==> src/kvsw_pkg.sv <==
// Shared constants, codes and bundle types of the KV cache slice write addresser.
package kvsw_pkg;

  localparam int MAX_DIM   = 4096;
  localparam int MAX_OUTER = 64;
  localparam int ELEM_BITS = 16;

  localparam int DIM_W      = 13;
  localparam int OUTER_W    = 7;
  localparam int POS_W      = 12;
  localparam int IDX_W      = 12;
  localparam int OIDX_W     = $clog2(MAX_OUTER);
  localparam int ADDR_W     = 30;
  localparam int DATA_W     = 16;
  localparam int CFG_IDX_W  = 3;
  localparam int CFG_DATA_W = 13;
  localparam int Q_DEPTH    = 2;
  localparam int SETTLE_W   = 2;

  localparam logic [DATA_W-1:0] DATA_MASK = DATA_W'((64'd1 << ELEM_BITS) - 64'd1);

  typedef enum logic [1:0] {
    ST_OK        = 2'd0,
    ST_NO_HIDDEN = 2'd1,
    ST_RANGE     = 2'd2
  } status_t;

  typedef enum logic [CFG_IDX_W-1:0] {
    REG_CACHE_DIM_SECOND_LAST = 3'd0,
    REG_CACHE_DIM_LAST        = 3'd1,
    REG_SLICE_DIM_SECOND_LAST = 3'd2,
    REG_SLICE_DIM_LAST        = 3'd3,
    REG_OUTER_COUNT           = 3'd4,
    REG_START_POSITION        = 3'd5
  } cfg_reg_t;

  // Geometry derived from the registers, consumed by the front end.
  typedef struct packed {
    status_t             status;
    logic                slice_tr;
    logic [DIM_W-1:0]    hid;
    logic [DIM_W-1:0]    seq_s;
    logic [OUTER_W-1:0]  outer_cnt;
    logic [ADDR_W-1:0]   stride_s;
    logic [ADDR_W-1:0]   stride_h;
    logic [ADDR_W-1:0]   area;
    logic [ADDR_W-1:0]   base_off;
  } kvsw_geom_t;

  // One result beat as held in the queue.
  typedef struct packed {
    logic [ADDR_W-1:0] addr;
    logic [DATA_W-1:0] data;
    logic              we;
    status_t           status;
    logic              last;
  } kvsw_beat_t;

endpackage

==> src/kvsw_cfg.sv <==
// Configuration registers and the two-stage geometry derivation.
module kvsw_cfg import kvsw_pkg::*; (
  input  logic                  clk,
  input  logic                  rst,
  input  logic                  cfg_we,
  input  logic [CFG_IDX_W-1:0]  cfg_index,
  input  logic [CFG_DATA_W-1:0] cfg_data,
  output kvsw_geom_t            geom,
  output logic                  settled
);

  logic [DIM_W-1:0]   c2, c1, s2, s1;
  logic [OUTER_W-1:0] outer_count;
  logic [POS_W-1:0]   start_position;
  logic [SETTLE_W-1:0] settle;

  // stage 1
  logic [DIM_W-1:0]   hid_c, seq_c_c, seq_s_c;
  logic               cache_tr_c, slice_tr_c, dims_ok_c;
  status_t            st1_c;
  logic [DIM_W-1:0]   hid1, seq_c1, seq_s1;
  logic               cache_tr1, slice_tr1;
  status_t            st1;
  logic [OUTER_W-1:0] outer1;
  logic [POS_W-1:0]   start1;
  logic               over_c;

  function automatic logic dim_ok(input logic [DIM_W-1:0] d);
    dim_ok = (d != '0) && (d <= DIM_W'(MAX_DIM));
  endfunction

  always_ff @(posedge clk) begin
    if (rst) begin
      c2             <= DIM_W'(1);
      c1             <= DIM_W'(1);
      s2             <= DIM_W'(1);
      s1             <= DIM_W'(1);
      outer_count    <= OUTER_W'(1);
      start_position <= '0;
      settle         <= '1;
    end else begin
      if (settle != '0) begin
        settle <= settle - SETTLE_W'(1);
      end
      if (cfg_we) begin
        case (cfg_reg_t'(cfg_index))
          REG_CACHE_DIM_SECOND_LAST: begin c2 <= cfg_data; settle <= '1; end
          REG_CACHE_DIM_LAST:        begin c1 <= cfg_data; settle <= '1; end
          REG_SLICE_DIM_SECOND_LAST: begin s2 <= cfg_data; settle <= '1; end
          REG_SLICE_DIM_LAST:        begin s1 <= cfg_data; settle <= '1; end
          REG_OUTER_COUNT: begin
            outer_count <= cfg_data[OUTER_W-1:0];
            settle      <= '1;
          end
          REG_START_POSITION: begin
            start_position <= cfg_data[POS_W-1:0];
            settle         <= '1;
          end
          default: begin
          end
        endcase
      end
    end
  end

  assign settled = (settle == '0);

  always_comb begin
    hid_c      = (c1 < c2) ? c1 : c2;
    seq_c_c    = (c1 < c2) ? c2 : c1;
    cache_tr_c = (c1 == seq_c_c);
    dims_ok_c  = dim_ok(c1) && dim_ok(c2) && dim_ok(s1) && dim_ok(s2) &&
                 (outer_count != '0) && (outer_count <= OUTER_W'(MAX_OUTER));
    slice_tr_c = 1'b0;
    seq_s_c    = '0;
    st1_c      = ST_OK;
    if (!dims_ok_c) begin
      st1_c = ST_RANGE;
    end else if (s1 == hid_c) begin
      seq_s_c = s2;
    end else if (s2 == hid_c) begin
      slice_tr_c = 1'b1;
      seq_s_c    = s1;
    end else begin
      st1_c = ST_NO_HIDDEN;
    end
  end

  always_ff @(posedge clk) begin
    hid1      <= hid_c;
    seq_c1    <= seq_c_c;
    seq_s1    <= seq_s_c;
    cache_tr1 <= cache_tr_c;
    slice_tr1 <= slice_tr_c;
    st1       <= st1_c;
    outer1    <= outer_count;
    start1    <= start_position;
  end

  // stage 2: range check and address strides
  assign over_c = ({2'b00, start1} + {1'b0, seq_s1}) > {1'b0, seq_c1};

  always_ff @(posedge clk) begin
    geom.status    <= (st1 == ST_OK && over_c) ? ST_RANGE : st1;
    geom.slice_tr  <= slice_tr1;
    geom.hid       <= hid1;
    geom.seq_s     <= seq_s1;
    geom.outer_cnt <= outer1;
    geom.area      <= ADDR_W'(seq_c1) * ADDR_W'(hid1);
    geom.base_off  <= cache_tr1 ? ADDR_W'(start1) : ADDR_W'(start1) * ADDR_W'(hid1);
    geom.stride_s  <= cache_tr1 ? ADDR_W'(1) : ADDR_W'(hid1);
    geom.stride_h  <= cache_tr1 ? ADDR_W'(seq_c1) : ADDR_W'(1);
  end

endmodule

==> src/kvsw_front.sv <==
// Front end: element counters and incremental cache address, one beat per cycle while inputs are accepted.
module kvsw_front import kvsw_pkg::*; (
  input  logic              clk,
  input  logic              rst,
  input  kvsw_geom_t        geom,
  input  logic              settled,
  input  logic              accept,
  input  logic [DATA_W-1:0] elem_data,
  output kvsw_beat_t        beat
);

  logic [OIDX_W-1:0] o;
  logic [IDX_W-1:0]  s, h;
  logic [ADDR_W-1:0] t_o, t_s, t_h;
  logic              o_last, s_last, h_last, last, ok;

  assign ok     = (geom.status == ST_OK);
  assign o_last = (OUTER_W'(o) + OUTER_W'(1)) >= geom.outer_cnt;
  assign s_last = (DIM_W'(s) + DIM_W'(1)) >= geom.seq_s;
  assign h_last = (DIM_W'(h) + DIM_W'(1)) >= geom.hid;
  assign last   = o_last && s_last && h_last;

  always_comb begin
    beat.data = elem_data & DATA_MASK;
    if (ok) begin
      beat.addr   = t_o + t_s + t_h;
      beat.we     = 1'b1;
      beat.status = ST_OK;
      beat.last   = last;
    end else begin
      beat.addr   = '0;
      beat.we     = 1'b0;
      beat.status = geom.status;
      beat.last   = 1'b0;
    end
  end

  always_ff @(posedge clk) begin
    if (rst || !settled || (accept && (!ok || last))) begin
      o   <= '0;
      s   <= '0;
      h   <= '0;
      t_o <= '0;
      t_s <= geom.base_off;
      t_h <= '0;
    end else if (accept) begin
      if (!geom.slice_tr) begin
        // hidden fastest, then sequence, then outer
        if (!h_last) begin
          h   <= h + IDX_W'(1);
          t_h <= t_h + geom.stride_h;
        end else begin
          h   <= '0;
          t_h <= '0;
          if (!s_last) begin
            s   <= s + IDX_W'(1);
            t_s <= t_s + geom.stride_s;
          end else begin
            s   <= '0;
            t_s <= geom.base_off;
            o   <= o + OIDX_W'(1);
            t_o <= t_o + geom.area;
          end
        end
      end else begin
        // sequence fastest, then hidden, then outer
        if (!s_last) begin
          s   <= s + IDX_W'(1);
          t_s <= t_s + geom.stride_s;
        end else begin
          s   <= '0;
          t_s <= geom.base_off;
          if (!h_last) begin
            h   <= h + IDX_W'(1);
            t_h <= t_h + geom.stride_h;
          end else begin
            h   <= '0;
            t_h <= '0;
            o   <= o + OIDX_W'(1);
            t_o <= t_o + geom.area;
          end
        end
      end
    end
  end

endmodule

==> src/kvsw_queue.sv <==
// Short result queue between front end and output port; head drives the outputs.
module kvsw_queue import kvsw_pkg::*; (
  input  logic       clk,
  input  logic       rst,
  input  logic       push,
  input  kvsw_beat_t push_beat,
  output logic       not_full,
  output logic       head_valid,
  input  logic       pop_ready,
  output kvsw_beat_t head_beat
);

  localparam int PTR_W = (Q_DEPTH > 1) ? $clog2(Q_DEPTH) : 1;
  localparam int CNT_W = $clog2(Q_DEPTH + 1);

  kvsw_beat_t        mem [Q_DEPTH];
  logic [PTR_W-1:0]  wr_ptr, rd_ptr;
  logic [CNT_W-1:0]  count;
  logic              pop;

  assign not_full   = (count != CNT_W'(Q_DEPTH));
  assign head_valid = (count != '0);
  assign pop        = head_valid && pop_ready;
  assign head_beat  = mem[rd_ptr];

  always_ff @(posedge clk) begin
    if (push) begin
      mem[wr_ptr] <= push_beat;
    end
  end

  always_ff @(posedge clk) begin
    if (rst) begin
      wr_ptr <= '0;
      rd_ptr <= '0;
      count  <= '0;
    end else begin
      if (push) begin
        wr_ptr <= (wr_ptr == PTR_W'(Q_DEPTH - 1)) ? '0 : wr_ptr + PTR_W'(1);
      end
      if (pop) begin
        rd_ptr <= (rd_ptr == PTR_W'(Q_DEPTH - 1)) ? '0 : rd_ptr + PTR_W'(1);
      end
      if (push && !pop) begin
        count <= count + CNT_W'(1);
      end else if (pop && !push) begin
        count <= count - CNT_W'(1);
      end
    end
  end

endmodule

==> src/kv_cache_slice_write_addresser.sv <==
// Top level of the KV cache slice write addresser.
//
// Streams the elements of one new key or value slice, in slice memory order,
// and turns each input beat into one write beat: the cache element address,
// the element bits, a write enable and a status. The hidden size is the
// smaller of the two cache dimensions, the cache sequence length the larger;
// a square cache counts as transposed. The slice counts as [seq, hidden] when
// its last dimension equals the hidden size, else as [hidden, seq] when its
// second to last one does. If neither matches, status is 1 and nothing is
// written; if start_position plus the slice length passes the cache sequence
// length, or a register holds an illegal value, status is 2. Error beats carry
// address 0 and last_elem 0. last_elem marks the final element, after which
// the counters restart for the next slice. Rate: one element per cycle,
// sustained while out_ready stays high; with the queue empty, an accepted
// element reaches the output in the next cycle. Running stride sums give the
// addresses, so no multiply sits in the element path. A write to any of the
// six registers restarts the slice and holds in_ready low while the geometry
// (two register stages with 13x13 and 12x13 multiplies for the outer stride
// and start offset) settles; likewise after reset. Write configuration only
// while no beats are outstanding. A two-entry queue decouples in_ready from
// out_ready, so the input side keeps going while a result waits.
module kv_cache_slice_write_addresser import kvsw_pkg::*; (
  input  logic                  clk,
  input  logic                  rst,
  // configuration
  input  logic                  cfg_we,
  input  logic [CFG_IDX_W-1:0]  cfg_index,
  input  logic [CFG_DATA_W-1:0] cfg_data,
  // input beats
  input  logic                  in_valid,
  output logic                  in_ready,
  input  logic [DATA_W-1:0]     elem_data,
  // output beats
  output logic                  out_valid,
  input  logic                  out_ready,
  output logic [ADDR_W-1:0]     cache_addr,
  output logic [DATA_W-1:0]     write_data,
  output logic                  write_enable,
  output logic [1:0]            status,
  output logic                  last_elem
);

  kvsw_geom_t geom;
  kvsw_beat_t front_beat, head_beat;
  logic       settled, q_not_full, accept;

  assign in_ready = settled && q_not_full;
  assign accept   = in_valid && in_ready;

  kvsw_cfg u_cfg (
    .clk       (clk),
    .rst       (rst),
    .cfg_we    (cfg_we),
    .cfg_index (cfg_index),
    .cfg_data  (cfg_data),
    .geom      (geom),
    .settled   (settled)
  );

  kvsw_front u_front (
    .clk       (clk),
    .rst       (rst),
    .geom      (geom),
    .settled   (settled),
    .accept    (accept),
    .elem_data (elem_data),
    .beat      (front_beat)
  );

  kvsw_queue u_queue (
    .clk        (clk),
    .rst        (rst),
    .push       (accept),
    .push_beat  (front_beat),
    .not_full   (q_not_full),
    .head_valid (out_valid),
    .pop_ready  (out_ready),
    .head_beat  (head_beat)
  );

  assign cache_addr   = head_beat.addr;
  assign write_data   = head_beat.data;
  assign write_enable = head_beat.we;
  assign status       = head_beat.status;
  assign last_elem    = head_beat.last;

endmodule
==> config.mk <==
export PLATFORM = sky130hd
export DESIGN_NAME = kv_cache_slice_write_addresser
export DESIGN_NICKNAME = d
export VERILOG_FILES = /design/src/kvsw_pkg.sv /design/src/kvsw_cfg.sv /design/src/kvsw_front.sv /design/src/kvsw_queue.sv /design/src/kv_cache_slice_write_addresser.sv
export SDC_FILE = /design/constraint.sdc
export NUM_CORES = 2
export LEC_CHECK = 0
export CORE_MARGIN = 2
export CORE_UTILIZATION = 66
export CTS_CLUSTER_DIAMETER = 120
export CTS_CLUSTER_SIZE = 12
export DETAILED_ROUTE_END_ITERATION = 8
export DONT_BUFFER_PORTS = 1
export PLACE_DENSITY = 0.82
export REMOVE_ABC_BUFFERS = 1
export SYNTH_ARGS = -nofsm -noshare
export SYNTH_HDL_FRONTEND = slang
export SYNTH_SLANG_ARGS = --single-unit
==> constraint.sdc <==
create_clock -name clk -period 5.9 [get_ports clk]
set_input_delay 0.59 -clock clk [delete_from_list [all_inputs] [get_ports clk]]
set_output_delay 0.59 -clock clk [all_outputs]
set_load 0.1 [all_outputs]
# After elaboration in Yosys (flattened, before gate mapping)
# Memory sizes are Yosys's and may differ from the RTL's. A register that Yosys moved wholly into a read port is not among the register bits.
# Index checks and enable logic that the tools add are counted.
dict set report word_totals {
  reg_bits 411
  mem_bits_rw 100
  in_bits 37
  out_inout_bits 52
  elab_cells 175
  mem_count 1
}
dict set report op_classes {
  addsub 17
  mul 2
  order_cmp 10
  n_eq_ne 10
  n_mux 45
  bitwise 1
  n_reduce_logical 52
}
# name depth word_bits read_ports rd_clocked_by_memory_dff write_ports line_no
set mem_list {}
lappend mem_list {u_queue.mem 2 50 1 1 1 kvsw_queue.sv:16} ;# kvsw_beat_t mem [Q_DEPTH];
# operator count
set ops {}
lappend ops {{two-way mux 30 bit} 14}
lappend ops {{adder 30 bit} 4}
lappend ops {{two-way mux 12 bit} 7}
lappend ops {{less-or-equal comparator 13 bit, second input constant} 4}
lappend ops {{two-way mux 13 bit} 4}
lappend ops {{nonzero test 13 bit} 4}
lappend ops {{== test 13 bit} 3}
lappend ops {{adder 30 x 26 -> 30 bit} 1}
lappend ops {{two-way mux 6 bit} 5}
lappend ops {{adder 12 x 1 -> 13 bit, second input constant} 2}
lappend ops {{>= comparator 13 bit} 2}
lappend ops {{multiplier 13 x 13 -> 26 bit} 1}
lappend ops {{multiplier 12 x 13 -> 25 bit} 1}
lappend ops {{adder 12 x 1 -> 12 bit, second input constant} 2}
lappend ops {{logical AND 1 bit} 18}
lappend ops {{AND reduction 2 bit} 9}
lappend ops {{adder 12 x 13 -> 14 bit} 1}
lappend ops {{greater-than comparator 14 x 13 -> 1 bit} 1}
lappend ops {{< comparator 13 bit} 1}
lappend ops {{two-way mux 2 bit} 6}
lappend ops {{nonzero test 2 bit} 5}
lappend ops {{two-way mux 1 bit} 8}
lappend ops {{adder 6 x 1 -> 7 bit, second input constant} 1}
lappend ops {{>= comparator 7 bit} 1}
lappend ops {{other kinds (21)} 32}

# Logic depth before layout (Yosys ltp)
dict set report logic_depth {
  word_depth 9
  ltp_mapped 22
  mapped_depth_nobuf 20
}

# Hierarchy
# Synthesis repeated with hierarchy kept, for this count alone.
dict set report unflattened {
  cells_unflattened 4006
  area_unflattened_um2 36500.0
}
# module instances cells_per_inst area_each_um2 seq_area_each_um2
set modules_own_cells {}
lappend modules_own_cells {kvsw_cfg 1 2248 20079.3 4964.8}
lappend modules_own_cells {kvsw_front 1 1578 12603.3 2702.6}
lappend modules_own_cells {kvsw_queue 1 178 3804.9 3103.0}
lappend modules_own_cells {kv_cache_slice_write_addresser 1 2 12.5 0.0}

# Worst setup path after synthesis
# Ideal clock, no wire load.
dict set report synth_path {
  kind {reg-to-reg}
  startpoint {register u_cfg.hid1[6]}
  endpoint {register, netlist name u_cfg.geom[54]}
  setup_time_ns 0.072
  arrival_time_ns 5.252
  required_ns 5.828
  slack_ns 0.576
  stages_incl_launch_ff 22
  path_buffers 1
  period_less_slack_ns 5.324
  cell_sequence {dfxtp_1 > clkbuf_1 > nand2_1 > fa_1 > inv_1 > fa_1 > inv_1 > fa_1 > inv_1 > fa_1 > inv_1 > fa_1 > inv_1 > ha_1 > o21a_1 > and3_1 > a21oi_1 > nand2_1 > a31oi_1 > o21ai_0 > o41ai_1 > xnor2_1}
}
dict set report synth_via {
  elab_chain_cells 1
}
# element line_no
set synth_lines {}
lappend synth_lines {{start, declared} kvsw_cfg.sv:21} ;# logic [DIM_W-1:0] hid1, seq_c1, seq_s1;
lappend synth_lines {{start signal, assigned} kvsw_cfg.sv:90} ;# hid1 <= hid_c;
lappend synth_lines {{multiplier 13 x 13 -> 26 bit} kvsw_cfg.sv:109} ;# geom.area <= ADDR_W'(seq_c1) * ADDR_W'(hid1);
# No other way between the ends.
# A chain may end at the register's enable or synchronous reset.

# Final worst setup path
dict set report layout_path {
  startpoint {register u_cfg.hid1[5]}
  endpoint {register, netlist name u_cfg.geom[54]}
}
dict set report layout_via {
  elab_chain_cells 1
}
# element line_no
set layout_lines {}
lappend layout_lines {{multiplier 13 x 13 -> 26 bit} kvsw_cfg.sv:109}
# No other way between the ends.

==> flow_summary.json <==
{
  "via_count": 25900,
  "cts_buffers": 45,
  "instances_no_fill": 4354,
  "r2r_cells": 19,
  "yosysUniqueCellTypes": 85,
  "drive_above_1_share_pct": 6.15,
  "ios": 89,
  "numPlacedInstances": 4283,
  "rows": 83,
  "hp-class": "in2reg",
  "regArea_um2": 10800,
  "busiest_layer": "met2",
  "antenna_found_initial": 2,
  "core_region_area_um2": 51200,
  "num-fill-cells": 3807,
  "fmaxAchievable_mhz": 178,
  "critPathKind": "reg2reg",
  "cp_data_required_time_ps": 6430,
  "grt_use_met3_pct": 4.06,
  "die_y_um": 231,
  "area_growth_pct": 5.69,
  "via_per_inst": 5.96,
  "ys_async_sr_fraction_pct": 0,
  "syn-instance-count": 3705,
  "cp-start-kind": "flop",
  "synth_area_per_cell_um2": 9.22,
  "wirelength_mm": 82.5,
  "diodes": 0,
  "dp_hpwl_mm": 62.6,
  "cp-end-kind": "flop",
  "fin_crit_ps": 5610,
  "ys_ff_latch": 473,
  "whs_path_depth": 1,
  "wire_per_inst_um": 19.0,
  "grt_overflow": 0,
  "crit_fanout": 20,
  "grt_pass1_wl_mm": 133,
  "fin_util_pct": 70.5,
  "die-area_um2": 53600,
  "portBuffers": 0,
  "worst_pin_slew_ps": 1230,
  "die_w_um": 231,
  "multi_input_area_um2": 21100,
  "fin_ws_ps": 293,
  "setup_viol": 0,
  "fin_crit_sh_pct": 95.0,
  "cp_slowest_cell": "fa_1",
  "power.leakage_uw": 0.0160,
  "place_area_um2": 34800,
  "ant_nets": 0,
  "final_max_slew_viol_count": 0,
  "synth_edf_count": 130,
  "cts_setup_buffers": 0,
  "tns_ps": 0,
  "dr.pass1.iters": 6,
  "drv_cap": 0,
  "peakVddDrop_mv": 0.228,
  "status": "finished, final reports clean",
  "grt_usage_pct": 31.2,
  "cpMostUsedCell": "fa_1",
  "start_util_pct": 66.7,
  "finClkSkew_ps": 25.2,
  "ys_seq_area_share_pct": 31.5,
  "rsz0062_at_grt": "false",
  "drt_iter0_drc": 2132,
  "place_congestion": 0.974,
  "clock-sinks": 473,
  "ys_warn_count": 0,
  "synth_ff_type": "dfxtp_1",
  "drc": 0,
  "htree_levels": 2,
  "maxSlewHeadroom_pct": 17.8,
  "layout.nets": 4240,
  "grtUsageMet1_pct": 41.6,
  "grt_max_degree": 79,
  "global_route.usage.met2_pct": 51.9,
  "pre_cts_slack_ps": 351,
  "power_density_nw_per_um2": 203,
  "root_buffer": "clkbuf_16",
  "clk_pin_slew_ps": 70,
  "critPathMaxStageDelay_ps": 550,
  "cts_tree": "done",
  "grt_pass1_vias": 25700,
  "clock_path_buffers": 3,
  "hold_viol_final": 0,
  "crit_chain": "buf_4, nand2_1, fa_1, inv_1, fa_1, fa_1, fa_1, inv_1, fa_1, inv_1, ha_1, o21a_1, and3_1, a21oi_1, nand2_1, a31oi_1, o21ai_0, o41ai_1, xnor2_1",
  "clkLatencyLatePin_ps": 600,
  "stdcell_area_um2": 36100,
  "cp_data_arrival_time_ps": 6130,
  "synth_area_um2": 34200
}
## cell usage in the layout (no fill, tap or decap), types with 43 or more instances in the layout
cell type | Yosys | layout
dfxtp_1 | 343 | 338
and2_1 | 165 | 165
inv_1 | 425 | 425
nor3_1 | 50 | 50
nand4_1 | 43 | 43
xor2_1 | 94 | 94
nand2_1 | 524 | 524
xnor2_1 | 125 | 125
nor2_1 | 147 | 146
nand3_1 | 80 | 80
o21ai_0 | 120 | 120
buf_4 | 1 | 59
a21oi_1 | 231 | 231
fa_1 | 265 | 265
ha_1 | 288 | 288
edfxtp_1 | 130 | 130
clkbuf_16 | 0 | 45
mux2_2 | 70 | 70
a21o_1 | 48 | 48
## metrics by stage
stage	hold WS, ps	power, uW
detailed placement	316	4720
global placement	311	4700
global route	55.1	7580
floorplan	310	4440
CTS	32.9	7360
finish	63.7	7340
## flip-flops by register name (all words and copies together) (netlist names), 2 cells and up, named ones only
signal / flops
u_front.t_s: 30
u_cfg.s2: 13
u_cfg.start_position: 12
u_front.t_o: 30
u_cfg.seq_s1: 13
u_front.t_h: 30
u_cfg.outer_count: 7
u_cfg.c1: 13
u_front.h: 12
u_cfg.hid1: 13
u_cfg.s1: 13
u_cfg.outer1: 7
u_cfg.c2: 13
u_queue.count: 2
u_cfg.start1: 12
u_front.s: 12
u_queue.mem: 100
u_cfg.st1: 2
u_front.o: 6
u_cfg.seq_c1: 13
u_cfg.geom: 113
u_cfg.settle: 2
## repair_timing
item	4_1_cts	5_1_grt
setup endpoints to repair	0	2
hold endpoints to repair	0	0
resized for setup	0	5
hold buffers	0	0
## final cells by class
| type | instances | area share [%] |
|---|---|---|
| multi-input cells | 2642 | 58.6 |
| flip-flops and latches | 473 | 29.9 |
| inverters | 427 | 4.44 |
| clock buffers | 67 | 3.35 |
| well taps | 680 | 2.36 |
| repair buffers | 61 | 1.29 |
| clock inverters | 4 | 0.128 |
## final timing paths
kind / start / end / slack, ps
max: u_cfg.hid1[5]$_DFF_P_ / u_cfg.geom[54]$_DFF_P_ / 290
min reg2reg: u_cfg.outer1[6]$_DFF_P_ / u_cfg.geom[126]$_DFF_P_ / 330
min: rst / flop / 60
max reg2reg: u_cfg.hid1[5]$_DFF_P_ / u_cfg.geom[54]$_DFF_P_ / 290
## power breakdown
| group | internal [uW] | leakage, uW | switching, uW |
|---|---|---|---|
| registers | 3430 | 0.00405 | 107 |
| clock network | 1420 | 0.000604 | 1260 |
| logic | 302 | 0.0113 | 830 |
| total | 5140 | 0.0160 | 2200 |
## per-layer routing
metal | vias up | wire [um]
met3 | 220 | 6260
met5 | - | 9
met2 | 1065 | 38900
met1 | 12500 | 34200
li1 | 12200 | -
met4 | 2 | 3190
## kinds of logic after synthesis
family	Yosys count	synth area share, %
compound gates	586	10.6
xor+xnor	219	5.62
buf+inv	590	6.59
fa+ha+maj	553	26.1
flops	473	31.5
simple gates	1210	17.1
mux	74	2.44
## cells in the mapped netlist (all sizes together) (26+ instances only)
| master | instances | area, um^2 |
|---|---|---|
| a211oi | 29 | 223 |
| a21o | 48 | 360 |
| a21oi | 234 | 1190 |
| and2 | 165 | 1030 |
| and3 | 39 | 244 |
| clkbuf | 140 | 526 |
| dfxtp | 343 | 6870 |
| edfxtp | 130 | 3900 |
| fa | 265 | 5310 |
| ha | 288 | 3600 |
| inv | 426 | 1600 |
| mux2 | 71 | 803 |
| nand2 | 524 | 1970 |
| nand3 | 80 | 400 |
| nand4 | 43 | 269 |
| nor2 | 148 | 558 |
| nor2b | 29 | 181 |
| nor3 | 51 | 260 |
| o21a | 26 | 196 |
| o21ai | 123 | 619 |
| xnor2 | 125 | 1090 |
| xor2 | 94 | 823 |
## worst max-delay path, delay by kind of cell (launching register included)
family | cells | cell delay [ps]
adder cells (fa/ha/maj) | 6 | 2770
AO/OA/AOI/OAI | 5 | 1330
buffers and inverters | 4 | 470
flip-flops | 1 | 450
AND/OR/NAND/NOR | 3 | 400
XOR/XNOR | 1 | 160
No activity file was read; power rests on OpenSTA's default activity.
